`src/rgrf_pkg.sv`:
```
// Shared constants for the range-gap ray filter.
// No dependencies; every other file of the block but rgrf_sqrt_cell uses this package.
`timescale 1ns / 1ps
`default_nettype none
package rgrf_pkg;
    localparam int COORD_BITS_DEF  = 24;
    localparam int INDEX_BITS      = 24;
    localparam int GAP_THR_BITS    = 10;
    localparam int GAP_SCALE       = 100;
    localparam int GAP_THR_RESET   = 4;
    localparam int THR_SCALED_BITS = 17;
endpackage
`default_nettype wire

```
`src/rgrf_dist.sv`:
```
// Squared ray length: coordinate differences, squares and their sum in three stages.
// Depends on rgrf_pkg only through the default coordinate width.
`timescale 1ns / 1ps
`default_nettype none
module rgrf_dist #(
    parameter int COORD_BITS = rgrf_pkg::COORD_BITS_DEF
) (
    input  wire                           i_clk,
    input  wire                           i_rst_n,
    input  wire                           i_valid,
    input  wire  signed [COORD_BITS-1:0]  i_start_x,
    input  wire  signed [COORD_BITS-1:0]  i_start_y,
    input  wire  signed [COORD_BITS-1:0]  i_start_z,
    input  wire  signed [COORD_BITS-1:0]  i_end_x,
    input  wire  signed [COORD_BITS-1:0]  i_end_y,
    input  wire  signed [COORD_BITS-1:0]  i_end_z,
    output logic                          o_valid,
    output logic [2*(COORD_BITS+1)-1:0]   o_sum
);
    localparam int DW = COORD_BITS + 1;
    localparam int SW = 2 * DW;

    logic signed [DW-1:0] w_dx, w_dy, w_dz;
    logic [DW-1:0]        r_mag_x, r_mag_y, r_mag_z;
    logic [SW-1:0]        r_sq_x, r_sq_y, r_sq_z;
    logic [SW-1:0]        r_sum;
    logic                 r_v1, r_v2, r_v3;

    assign w_dx = DW'(i_end_x) - DW'(i_start_x);
    assign w_dy = DW'(i_end_y) - DW'(i_start_y);
    assign w_dz = DW'(i_end_z) - DW'(i_start_z);

    always_ff @(posedge i_clk) begin
        if (!i_rst_n) begin
            r_v1 <= 1'b0;
            r_v2 <= 1'b0;
            r_v3 <= 1'b0;
        end else begin
            r_v1 <= i_valid;
            r_v2 <= r_v1;
            r_v3 <= r_v2;
        end
        r_mag_x <= w_dx[DW-1] ? DW'(-w_dx) : DW'(w_dx);
        r_mag_y <= w_dy[DW-1] ? DW'(-w_dy) : DW'(w_dy);
        r_mag_z <= w_dz[DW-1] ? DW'(-w_dz) : DW'(w_dz);
        r_sq_x  <= SW'(r_mag_x) * SW'(r_mag_x);
        r_sq_y  <= SW'(r_mag_y) * SW'(r_mag_y);
        r_sq_z  <= SW'(r_mag_z) * SW'(r_mag_z);
        r_sum   <= r_sq_x + r_sq_y + r_sq_z;
    end

    assign o_valid = r_v3;
    assign o_sum   = r_sum;
endmodule
`default_nettype wire

```
`config.mk`:
```
export PLATFORM = sky130hd
export DESIGN_NAME = rgrf_dist
export DESIGN_NICKNAME = d
export VERILOG_FILES = /design/src/rgrf_pkg.sv /design/src/rgrf_dist.sv
export SDC_FILE = /design/constraint.sdc
export NUM_CORES = 2
export LEC_CHECK = 0
export BUFFER_PORTS_ARGS = -buffer_cell sky130_fd_sc_hd__buf_4
export CAP_MARGIN = 30
export CELL_PAD_IN_SITES_DETAIL_PLACEMENT = 0
export CELL_PAD_IN_SITES_GLOBAL_PLACEMENT = 1
export CORE_UTILIZATION = 40
export DETAILED_ROUTE_END_ITERATION = 8
export GPL_TIMING_DRIVEN = 0
export PLACE_DENSITY = 0.79
export SLEW_MARGIN = 0
export SYNTH_ARGS = -nofsm -noshare
export SYNTH_HDL_FRONTEND = slang
export SYNTH_SLANG_ARGS = --single-unit
```
`constraint.sdc`:
```
create_clock -name i_clk -period 9.4 [get_ports i_clk]
set_input_delay 2.82 -clock i_clk [delete_from_list [all_inputs] [get_ports i_clk]]
set_output_delay 2.82 -clock i_clk [all_outputs]
set_load 0.02 [all_outputs]
```
==> reports/metrics.csv <==
stage,metric,value,unit
timing,setup_slack,0.195,ns
clocking,insertion_delay,0.63,ns
clocking,cts_root_buf,clkbuf_16,
timing,worstMarginPinSlew,1.10,ns
grt,grt_pass1_wl,294000,um
die,ios,198,
clocking,cts_tree,yes,
logic_synthesis,avgSynthCellArea,9.09,um2
logic_synthesis,synth.most_common_cell,inv_1,
critical_path,reg2reg_to,r_sq_y[45],
cells_and_area,seq_area,5510,um2
place,io_buffers,197,
logic_synthesis,yosysTopAreaCell,fa_1,
routing,wl_per_cell,18.8,um
clocking,clock_sinks,275,
grt,grt_pass1_vias,52800,
logic_synthesis,synth_edf_count,0,
min_path,hold_start,r_v2,
critical_path,start_kind,register,
routing,dr.pass1.iters,9,
cells_and_area,final_layout_size_suffix_gt1_share,4.16,%
status,status,"finished, final reports clean",
logic_synthesis,synth_area,67500,um2
logic_synthesis,synth_top_area_share,43.0,%
clocking,cts_buffers,36,
routing,drt_iter0_drc,3114,
critical_path,slowest_delay,0.62,ns
cells_and_area,multi_input_area,53200,um2
grt,grt_max_degree,15,
timing,finalHoldViolations,0,
timing,fmax,0.109,GHz
min_path,hold-path-cell-count,1,
cells_and_area,layout.nets,9954,
logic_synthesis,ys_types,78,
die,fp-row-count,150,
routing,postRouteWirelength,186000,um
clocking,clockBufferDepth,3,
logic_synthesis,synth-seq-area-share,8.15,%
timing,slew_violations,0,
critical_path,cp.arrival,9.65,ns
grt,grt_usage,22.6,%
place,dp_hpwl,159000,um
grt,grt_overflow,0,
timing,clock_skew,0.0385,ns
die,core_area,167000,um2
grt,antenna_found_initial,8,
critical_path,critPathMaxFanout,10,
die,die_h,413,um
critical_path,rrSetupSlack,0.20,ns
logic_synthesis,ys_top_cells_by_count,"inv_1, fa_1, ha_1",
timing,post-route-min-period,9.21,ns
place,gp_congestion,0.995,
timing,setup_viol,0,
clocking,postCtsSetupBuffers,0,
critical_path,cp.required,9.85,ns
min_path,hp-class,reg -> reg,
timing,rsz0062_at_grt,no,
logic_synthesis,synth.ff_latch_count,275,
place,preCtsSetupSlack,-0.216,ns
routing,vias_per_cell,4.96,
critical_path,crit_type,reg -> reg,
critical_path,slowest_stage,dfxtp_1,
logic_synthesis,yosysWarnings,0,
die,die_w,413,um
cells_and_area,fillCellCount,16600,
logic_synthesis,ys.flop_type,dfxtp_1,
clocking,clk_pin_slew_worst_paths,0.06,ns
min_path,min_to,o_valid,
flow_run,maxCapViolCount,0,
routing,drc,0,
clocking,cts_max_level,2,
critical_path,crit_top_cell,fa_1,
critical_path,r2r-start,r_mag_y[18],
timing,fin_crit_sh,97.9,%
routing,vias,49100,
logic_synthesis,synthArstFlopShare,0,%
critical_path,crit_family,adder cells,
logic_synthesis,synth.top_cells.by_area,"fa_1, ha_1, inv_1",
die,initial_core_util,40.3,%
critical_path,worstSetupEndpointType,register,
timing,relSlewSlack,27.0,%
cells_and_area,area_delta_synth_final,8.33,%
critical_path,critPathBufInv,7,
critical_path,rr_worst_depth,26,
logic_synthesis,syn_inst,7427,
routing,ant_nets,0,
die,dieArea,170000,um2
timing repair:
item	4_1_cts	5_1_grt
gates cloned	0	0
gates resized for setup	5	20
endpoints found under the setup margin	10	14
hold buffers	0	0
hold endpoints to repair	0	0
worst max path at each step:
stage               depth (start not counted)    endpoint   startpoint
CTS                                        26  r_sq_y[45]  r_mag_y[18]
global route                               27  r_sq_z[48]  r_mag_z[18]
global placement                           26  r_sq_y[45]  r_mag_y[18]
floorplan                                  28  r_sq_x[48]   r_mag_x[3]
finish                                     26  r_sq_y[45]  r_mag_y[18]
detailed placement                         26  r_sq_y[45]  r_mag_y[18]
layer usage:
layer	GRT usage, %	vias to the layer above	wire length, um
met5	0	-	24
met3	4.35	279	13600
met2	36.7	1489	86500
met1	29.8	24700	78800
li1	-	22600	-
met4	7.98	4	7470
state kept, by name, indices dropped and copies added (netlist names):
signal and cells:
o_sum 50, r_mag_x 25, r_v2 1, o_valid 1, r_mag_z 25, r_v1 1, r_sq_x 49, r_mag_y 25
r_sq_z 49, r_sq_y 49
worst register-to-register path: stages (launching register included):
cell and delay, ns:
dfxtp_1 0.62, clkbuf_2 0.40, clkbuf_2 0.46, nand2_1 0.20, fa_1 0.56, inv_1 0.05, fa_1 0.53, inv_1 0.05
fa_1 0.51, fa_1 0.52, inv_1 0.05, fa_1 0.45, fa_1 0.52, inv_1 0.05, fa_1 0.59, inv_1 0.07
ha_1 0.36, a21oi_1 0.31, o21a_1 0.25, and2_1 0.20, o211ai_1 0.29, a211oi_1 0.53, nor2_1 0.16, a311o_1 0.46
a31oi_1 0.29, o21bai_1 0.11, xor2_1 0.43
layout by cell type (no fill, tap or decap), types with 9 or more instances in the layout:
master,n
o21ai_0,147
or3_1,14
nand3_1,50
clkbuf_2,14
clkbuf_16,36
and2_1,371
buf_4,197
nor2_1,219
and4_1,9
xor2_1,112
clkbuf_1,181
nand2b_1,37
dfxtp_1,275
or2_2,14
o211ai_1,11
fa_1,1450
a31oi_1,32
nand2_1,619
inv_1,2145
xnor2_1,225
nor2b_1,54
a211oi_1,19
and3_1,36
a21oi_1,248
o21bai_1,22
ha_1,689
o31ai_1,20
a21o_1,145
a21boi_0,13
nand4_1,30
a211o_1,10
nor3_1,37
o21a_1,40
stage by stage:
stage | hold slack (ns) | TNS [ns] | util, % | area, um2 | std cells
after floorplan | 0.329 | 0 | - | 67500 | 7429
after detailed placement | 0.427 | -0.699 | 42.9 | 71800 | 9831
after global routing | 0.464 | 0 | 43.7 | 73100 | 9900
after global placement | 0.423 | -0.607 | 42.9 | 71800 | 9830
final | 0.439 | 0 | 43.7 | 73100 | 9907
after CTS | 0.443 | 0 | 43.6 | 73100 | 9897
layout make-up:
cell class	count	share of cell area, %
clock buffer	41	1.33
inverter	2145	11.0
multi-input combinational	4808	72.7
buffer	201	1.06
antenna	7	0.0239
clock inverter	25	0.431
tap	2204	3.77
timing repair buffer	201	2.10
sequential	275	7.53
cells by family after synthesis:
family | share of synthesized area (%)
adder cells (fa/ha/maj) | 55.8
AND/OR/NAND/NOR | 10.9
multiplexers | 0.158
other | 0.00555
AO/OA/AOI/OAI | 7.56
flip-flops | 8.15
buffers and inverters | 13.1
XOR/XNOR | 4.37
Power is left out: the tool's default activity adds up to more than one toggle a clock period on the data nets, which glitch-free logic cannot reach.
