===== src/rgrf_sqrt_cell.sv =====
// One digit cell of the integer square root chain: one result bit per cell.
// No package dependencies; the chain is built in the top level.
`timescale 1ns / 1ps
`default_nettype none
module rgrf_sqrt_cell #(
    parameter int RB = 25
) (
    input  wire               i_clk,
    input  wire               i_rst_n,
    input  wire               i_valid,
    input  wire  [2*RB-1:0]   i_rad,
    input  wire  [RB:0]       i_rem,
    input  wire  [RB-1:0]     i_root,
    output logic              o_valid,
    output logic [2*RB-1:0]   o_rad,
    output logic [RB:0]       o_rem,
    output logic [RB-1:0]     o_root
);
    logic              r_valid;
    logic [2*RB-1:0]   r_rad;
    logic [RB:0]       r_rem;
    logic [RB-1:0]     r_root;
    logic [RB+2:0]     w_work;
    logic [RB+2:0]     w_trial;
    logic              w_ge;

    assign w_work  = {i_rem, i_rad[2*RB-1 -: 2]};
    assign w_trial = (RB+3)'({i_root, 2'b01});
    assign w_ge    = (w_work >= w_trial);

    always_ff @(posedge i_clk) begin
        if (!i_rst_n) begin
            r_valid <= 1'b0;
        end else begin
            r_valid <= i_valid;
        end
        if (i_valid) begin
            r_rad  <= {i_rad[2*RB-3:0], 2'b00};
            r_rem  <= w_ge ? (RB+1)'(w_work - w_trial) : (RB+1)'(w_work);
            r_root <= {i_root[RB-2:0], w_ge};
        end
    end

    assign o_valid = r_valid;
    assign o_rad   = r_rad;
    assign o_rem   = r_rem;
    assign o_root  = r_root;
endmodule
`default_nettype wire


===== config.mk =====
export PLATFORM = sky130hd
export DESIGN_NAME = rgrf_sqrt_cell
export DESIGN_NICKNAME = d
export VERILOG_FILES = /design/src/rgrf_sqrt_cell.sv
export SDC_FILE = /design/constraint.sdc
export NUM_CORES = 1
export LEC_CHECK = 0
export ABC_AREA = 1
export BUFFER_PORTS_ARGS = -buffer_cell sky130_fd_sc_hd__buf_4
export CORE_ASPECT_RATIO = 0.6
export CORE_MARGIN = 2
export CORE_UTILIZATION = 45
export CTS_CLUSTER_SIZE = 24
export DETAILED_ROUTE_END_ITERATION = 8
export GPL_ROUTABILITY_DRIVEN = 0
export PLACE_DENSITY = 0.87
export SYNTH_ARGS = -nofsm -noshare
export SYNTH_HDL_FRONTEND = slang
export SYNTH_SLANG_ARGS = --single-unit

===== constraint.sdc =====
create_clock -name i_clk -period 1.9 [get_ports i_clk]
set_input_delay 0.19 -clock i_clk [delete_from_list [all_inputs] [get_ports i_clk]]
set_output_delay 0.19 -clock i_clk [all_outputs]
set_load 0.05 [all_outputs]

==> flow_summary_export.csv, run 1 <==
group,metric,value,unit
cells_and_area,multi_input_comb_area,1970,µm²
critical_path,crit_slowest_cell,"ha_1",
critical_path,startpoint_kind_of_the_worst_setup_timing_path,"input pin",
power_and_ir_drop,power.share.sequential,40.8,%
clocking,buffer_type_at_the_clock_tree_root,"clkbuf_16",
logic_synthesis,ys_seq_elements,100,
floorplan,rows,31,
routing,via_per_inst,4.74,
placement,io_buffer_count,203,
routing,detail_route.wl_per_cell,14.4,µm
logic_synthesis,yosys-top-cells-area,"edfxtp_1, nand2_1, inv_1",
cells_and_area,seq_area,2990,µm²
global_route,total_routing_resource_utilization_after_global_routing,22.3,%
routing,first_iter_violations,369,
power_and_ir_drop,power_density,840,nW/µm²
global_route,initial_antenna_violation_count,0,
placement,dp.final_hpwl,12.0,mm
critical_path,crit_path_end,"o_rem[4]$_DFFE_PP_",
power_and_ir_drop,sw_frac_of_total,35.0,%
clocking,clkSinkCount,100,
routing,postRouteWirelength,15.1,mm
floorplan,ios,206,
logic_synthesis,asyncSetResetFlopFracSynth,0,%
critical_path,class_of_the_most_critical_setup_path,"in2reg",
global_route,grt_first_pass_wirelength,23.1,mm
global_route,grt_max_degree,30,
power_and_ir_drop,power.switching,0.00235,W
cells_and_area,share_of_layout_cells_above_drive_strength_1,32.9,%
cells_and_area,stdcell_count,1049,
critical_path,critPathMostFrequentCell,"nand2_1",
clocking,cts-resized-gates,0,
logic_synthesis,syn_inst,615,
timing,timing.final.setup_violations,0,
power_and_ir_drop,ir_drop,0.462,mV
outcome,outcome,"finished clean",
timing,setup_ws,0.196,ns
critical_path,timing.critical_path.to_type,"register",
critical_path,worst_ep_arrival_time,1.80,ns
timing,tns,0,ns
logic_synthesis,synthesis.area,5520,µm²
routing,ant_nets,0,
clocking,clkTransAtPathRegs,0.07,ns
hold_path,hold_path_class,"in2reg",
logic_synthesis,yosys_warnings,0,
timing,grt_setup_unrepaired,"false",
cells_and_area,n_fill_cell,989,
routing,vias,4974,
critical_path,worstPathMaxFanout,23,
logic_synthesis,post_synth_num_cell_types,30,
floorplan,fp.dieArea,13200,µm²
clocking,ctsHtreeMaxLevel,3,
timing,timing_max_transition_violations_final,0,
logic_synthesis,netlist.area_leader.share,53.8,%
clocking,tritoncts_clock_tree,"built",
floorplan,die_y,89.8,µm
logic_synthesis,yosys.area.top_type,"edfxtp_1",
logic_synthesis,postSynthAreaPerCell,8.98,µm²
power_and_ir_drop,total_leakage_power,4.13,nW
floorplan,initial_utilization,45.9,%
placement,dp.cells,1023,
cells_and_area,diodes,0,
power_and_ir_drop,comb_power_share,33.3,%
run,max_cap_viol_count,0,
critical_path,worstSetupStartpoint,"i_rem[16]",
logic_synthesis,synth_sequential_area_ratio,54.2,%
cells_and_area,nets,1011,
timing,layout_worst_path_cycle_share,89.7,%
power_and_ir_drop,internal_power,0.00437,W
floorplan,fp.coreArea,12000,µm²
global_route,grt_overflow,0,
logic_synthesis,synth_most_common_cell,"nand2_1",
timing,timing.fmax,587,MHz
critical_path,path_cells,"buf_4 > ha_1 > nand2_1 > inv_1 > nand2_1 > nand2_1 > inv_1 > nand2_1 > a21oi_4 > nand3_2 > buf_12 > nand2_1 > o21ai_0",
power_and_ir_drop,clock_power_share,25.8,%
logic_synthesis,main_synth_ff_type,"edfxtp_1",
logic_synthesis,synth_enable_flop_cells,99,
timing,layout_min_cycle_time,1.70,ns
critical_path,cp_slowest_stage_delay,0.35,ns
floorplan,die_span_in_x,147,µm
routing,1st_pass_router_iterations,5,
routing,post-route-drc-count,0,
placement,post_place_worst_slack,-0.148,ns
clocking,number_of_buffers_on_the_longest_clock_path,2,
clocking,numCtsBuffers,9,
cells_and_area,syn_to_final_growth,45.0,%
timing,timing_hold_violations_final,0,
global_route,grt_pass1_vias,4587,
logic_synthesis,top_cells_by_instance_count_after_synthesis,"nand2_1, inv_1, edfxtp_1",
critical_path,critical_path_required_time,2.00,ns
cells_and_area,utilization,66.6,%
-- power groups by stage --
| stage | Combinational, W | Clock (W) | Sequential, W |
|---|---|---|---|
| 2_1_floorplan | 0.000611 | 0 | 0.00355 |
| 3_3_place_gp | 0.00217 | 0 | 0.00279 |
| 3_5_place_dp | 0.00221 | 0 | 0.00279 |
| 4_1_cts | 0.00221 | 0.00178 | 0.00275 |
| 5_1_grt | 0.00239 | 0.00188 | 0.00277 |
| 6_report | 0.00224 | 0.00174 | 0.00275 |
-- routing by layer --
layer | up-vias | track usage (%) | part of all wire, %
met5 | - | 0 | 0
met1 | 2239 | 30.8 | 44
met2 | 233 | 33.9 | 44
met3 | 18 | 7.56 | 11
li1 | 2484 | - | -
met4 | 0 | 5.85 | 1.2
-- critical path, delay by kind of cell --
kind,cells,cell delay [ns]
fa+ha+maj,1,0.35
simple gates,6,0.61
buf+inv,4,0.43
compound gates,2,0.22
-- how the worst min path moves through the flow --
stage / cells after the start / slack, ns / endpoint / from
2_1_floorplan: 2 / 0.28 / o_valid$_SDFF_PN0_ / i_valid
3_3_place_gp: 1 / 0.37 / o_rad[33]$_DFFE_PP_ / i_rad[31]
3_5_place_dp: 1 / 0.37 / o_rad[47]$_DFFE_PP_ / i_rad[45]
4_1_cts: 1 / 0.004 / o_rad[42]$_DFFE_PP_ / i_rad[40]
5_1_grt: 1 / -0.0005 / o_rad[43]$_DFFE_PP_ / i_rad[41]
6_report: 1 / 0.01 / o_rad[20]$_DFFE_PP_ / i_rad[18]
-- placed cells by master, fill, tap and decap left out --
cell,Yosys,routed
nand3b_1,6,6
o21bai_1,2,2
inv_2,5,5
inv_8,0,1
nor4_1,1,1
nor3_2,2,2
o21ai_0,8,8
a21oi_4,1,1
xnor2_1,1,1
xor2_1,12,12
inv_1,127,127
dfxtp_1,1,1
clkbuf_16,0,9
clkinv_4,0,3
inv_6,0,2
nor2_2,4,4
o21ai_1,4,4
nand4_1,21,21
nand4_4,1,1
nand3_1,22,22
nand2_1,209,209
nand3_2,7,7
nor2_1,28,28
and2_1,1,1
edfxtp_1,99,99
nand2_2,4,4
ha_1,27,27
buf_12,0,5
dlygate4sd3_1,0,11
buf_4,2,246
a21oi_1,11,11
conb_1,1,2
nor3_4,1,1
-- final cells by class --
class                   count  area share [%]
repair buffers            262            25.7
flip-flops and latches    100            37.4
clock inverters             6           0.688
clock buffers               9            2.81
inverters                 132            6.19
multi-input cells         375            24.6
well taps                 165            2.58
-- logic make-up (layout without fill, tap and decap cells) --
kind of cell / count (synthesis) / count (layout) / synth area share, %
adders and majority gates: 27 / 27 / 6.12
DFF: 100 / 100 / 54.2
other: 1 / 2 / 0.0679
and+or+nand+nor: 307 / 307 / 24.7
buffers and inverters: 141 / 409 / 10.2
xor gates and xnor gates: 13 / 13 / 2.06
AOI/OAI and AO/OA: 26 / 26 / 2.65
-- stage by stage --
step	area [µm²]	hold WS (ns)	power (W)
global route	8000	-0.000461	0.00703
finish	8000	0.0132	0.00672
global placement	7610	0.368	0.00496
detailed placement	7610	0.369	0.00500
floorplan	5530	0.283	0.00416
CTS	7890	0.00374	0.00674
-- sequential cells by signal (all words and copies together), names as in the netlist --
register and cells:
o_rad 48, o_rem 26, o_root 25, o_valid 1
-- repair_timing --
action / CTS / global route
buffers inserted: 0 / 0
hold endpoints to repair: 0 / 11
setup endpoints to repair: 0 / 0
hold buffers: 0 / 11
Power figures use the tool's default switching activity.
==> run 2: changes to the inputs <==
--- a/config.mk
+++ b/config.mk
@@ -6,14 +6,14 @@
 export NUM_CORES = 1
 export LEC_CHECK = 0
 export ABC_AREA = 1
-export BUFFER_PORTS_ARGS = -buffer_cell sky130_fd_sc_hd__buf_4
 export CORE_ASPECT_RATIO = 0.6
 export CORE_MARGIN = 2
-export CORE_UTILIZATION = 45
+export CORE_UTILIZATION = 48
 export CTS_CLUSTER_SIZE = 24
 export DETAILED_ROUTE_END_ITERATION = 8
+export DONT_BUFFER_PORTS = 1
 export GPL_ROUTABILITY_DRIVEN = 0
-export PLACE_DENSITY = 0.87
+export PLACE_DENSITY = 0.75
 export SYNTH_ARGS = -nofsm -noshare
 export SYNTH_HDL_FRONTEND = slang
 export SYNTH_SLANG_ARGS = --single-unit
==> run 2 against run 1 <==
The flow now finishes with violations (hold timing). Combinational power fell by 57%. Sequential power rose by 29%. Clock-buffer cell count did not move. Design area fell by 14%. Critical path type unchanged. Largest power group unchanged. Highest routed layer unchanged.
==> flow_summary_export.csv, run 2 (synthesis results as in run 1) <==
group,metric,value,unit
outcome,outcome,"finished with violations",
outcome,violations_in_the_final_reports,"hold timing",
timing,worst_slew_margin_rel,65.7,%
clocking,ctsHtreeMaxLevel,3,
timing,timing_hold_violations_final,14,
routing,via_per_inst,5.02,
clocking,clkSinkCount,100,
critical_path,class_of_the_most_critical_setup_path,"in2reg",
routing,postRouteWirelength,13.8,mm
critical_path,worst_ep_arrival_time,1.68,ns
cells_and_area,nets,844,
clocking,post_cts_repair_timing_setup_buffer_count,0,
global_route,initial_antenna_violation_count,0,
power_and_ir_drop,power_density,921,nW/µm²
global_route,total_routing_resource_utilization_after_global_routing,22.3,%
critical_path,worstPathMaxFanout,16,
cells_and_area,syn_to_final_growth,24.2,%
clocking,cts-resized-gates,0,
clocking,clkTransAtPathRegs,0.07,ns
floorplan,rows,30,
clocking,number_of_buffers_on_the_longest_clock_path,2,
placement,dp.final_hpwl,9.83,mm
critical_path,critical_path_required_time,2.01,ns
global_route,busiest_layer,"met2",
timing,timing_max_transition_violations_final,0,
run,max_cap_viol_count,0,
hold_path,hold_path_class,"in2reg",
cells_and_area,multi_input_comb_area,1970,µm²
cells_and_area,most-common-layout-cells,"nand2_1, inv_1, edfxtp_1, dlygate4sd3_1, nor2_1",
timing,timing.fmax,635,MHz
clocking,cts_hold_buffers,74,
floorplan,initial_utilization,49.0,%
cells_and_area,n_fill_cell,924,
placement,io_buffer_count,0,
critical_path,startpoint_kind_of_the_worst_setup_timing_path,"input pin",
clocking,tritoncts_clock_tree,"built",
global_route,grt.met1_usage,28.1,%
routing,post-route-drc-count,0,
power_and_ir_drop,total_leakage_power,3.28,nW
cells_and_area,share_of_layout_cells_above_drive_strength_1,8.64,%
cells_and_area,most_common_library_cell_in_the_layout_ignoring_fill_and_taps,"nand2_1",
timing,layout_min_cycle_time,1.57,ns
routing,vias,4327,
routing,1st_pass_router_iterations,5,
critical_path,timing.critical_path.to_type,"register",
cells_and_area,diodes,0,
floorplan,die_span_in_x,142,µm
global_route,grt.met2_usage,36.6,%
routing,ant_nets,0,
clocking,buffer_type_at_the_clock_tree_root,"clkbuf_16",
cells_and_area,seq_area,2990,µm²
global_route,grt_overflow,0,
timing,worstMarginPinSlew,0.516,ns
power_and_ir_drop,post-layout-total-power,0.00632,W
global_route,grt_max_degree,101,
cells_and_area,largest_reg_flops,48,
floorplan,die_y,87.1,µm
global_route,grt_pass1_vias,4219,
floorplan,fp.dieArea,12400,µm²
timing,layout_worst_path_cycle_share,82.8,%
routing,first_iter_violations,344,
routing,detail_route.wl_per_cell,16.0,µm
power_and_ir_drop,ir_drop,0.408,mV
floorplan,ios,206,
global_route,grt_first_pass_wirelength,21.4,mm
floorplan,fp.coreArea,11300,µm²
global_route,grt_util_met3,9.02,%
timing,grt_setup_unrepaired,"false",
clocking,numCtsBuffers,9,
hold_path,holdPathStages,0,
timing,timing.final.setup_violations,0,
timing,final.hold.worst_slack,-0.0577,ns
[run 2: stage by stage]
step	TNS (ns)	setup WS, ns	instance area (µm²)	std cells	utilization [%]
after floorplan	0	0.0630	5530	616	-
after detailed placement	-0.0360	-0.0157	5820	772	51.7
final	0	0.326	6860	862	60.9
after global routing	0	0.195	6860	862	60.9
after global placement	0	0.00645	5820	772	51.7
after CTS	0	0.344	6860	862	60.9
[run 2: power by group]
| part | leakage [nW] | switching, W | internal, W |
|---|---|---|---|
| Sequential | 0.977 | 0.000831 | 0.00270 |
| Combinational | 2.16 | 0.000540 | 0.000415 |
| Clock | 0.144 | 0.000897 | 0.000928 |
[run 2: path summary, 6_finish.rpt]
path,startpoint,endpoint
min,i_valid,o_root[24]$_DFFE_PP_
max,i_root[17],o_rem[25]$_DFFE_PP_
[run 2: area by class of cell]
class	count	area share [%]
Sequential cell	100	43.7
Multi-Input combinational cell	375	28.8
Tap cell	144	2.63
Clock buffer	9	3.29
Timing Repair Buffer	95	13.5
Clock inverter	7	0.967
Inverter	132	7.23
[run 2: routing by layer]
metal / part of all wire (%) / routed length (µm) / vias up
met2: 44 / 6130 / 199
met4: 1.3 / 180 / 0
li1: - / - / 2151
met5: 0 / 0 / -
met1: 43 / 6000 / 1955
met3: 11 / 1510 / 22
[run 2: critical path: stages]
cell and delay, ns:
inv_1 0.02, ha_1 0.30, nand2_1 0.15, inv_1 0.06, nand2_1 0.07, nand2_1 0.08, inv_1 0.06, nand2_1 0.09
a21oi_4 0.16, nand3_2 0.16, buf_12 0.20, nand3_1 0.09, nand2_1 0.06
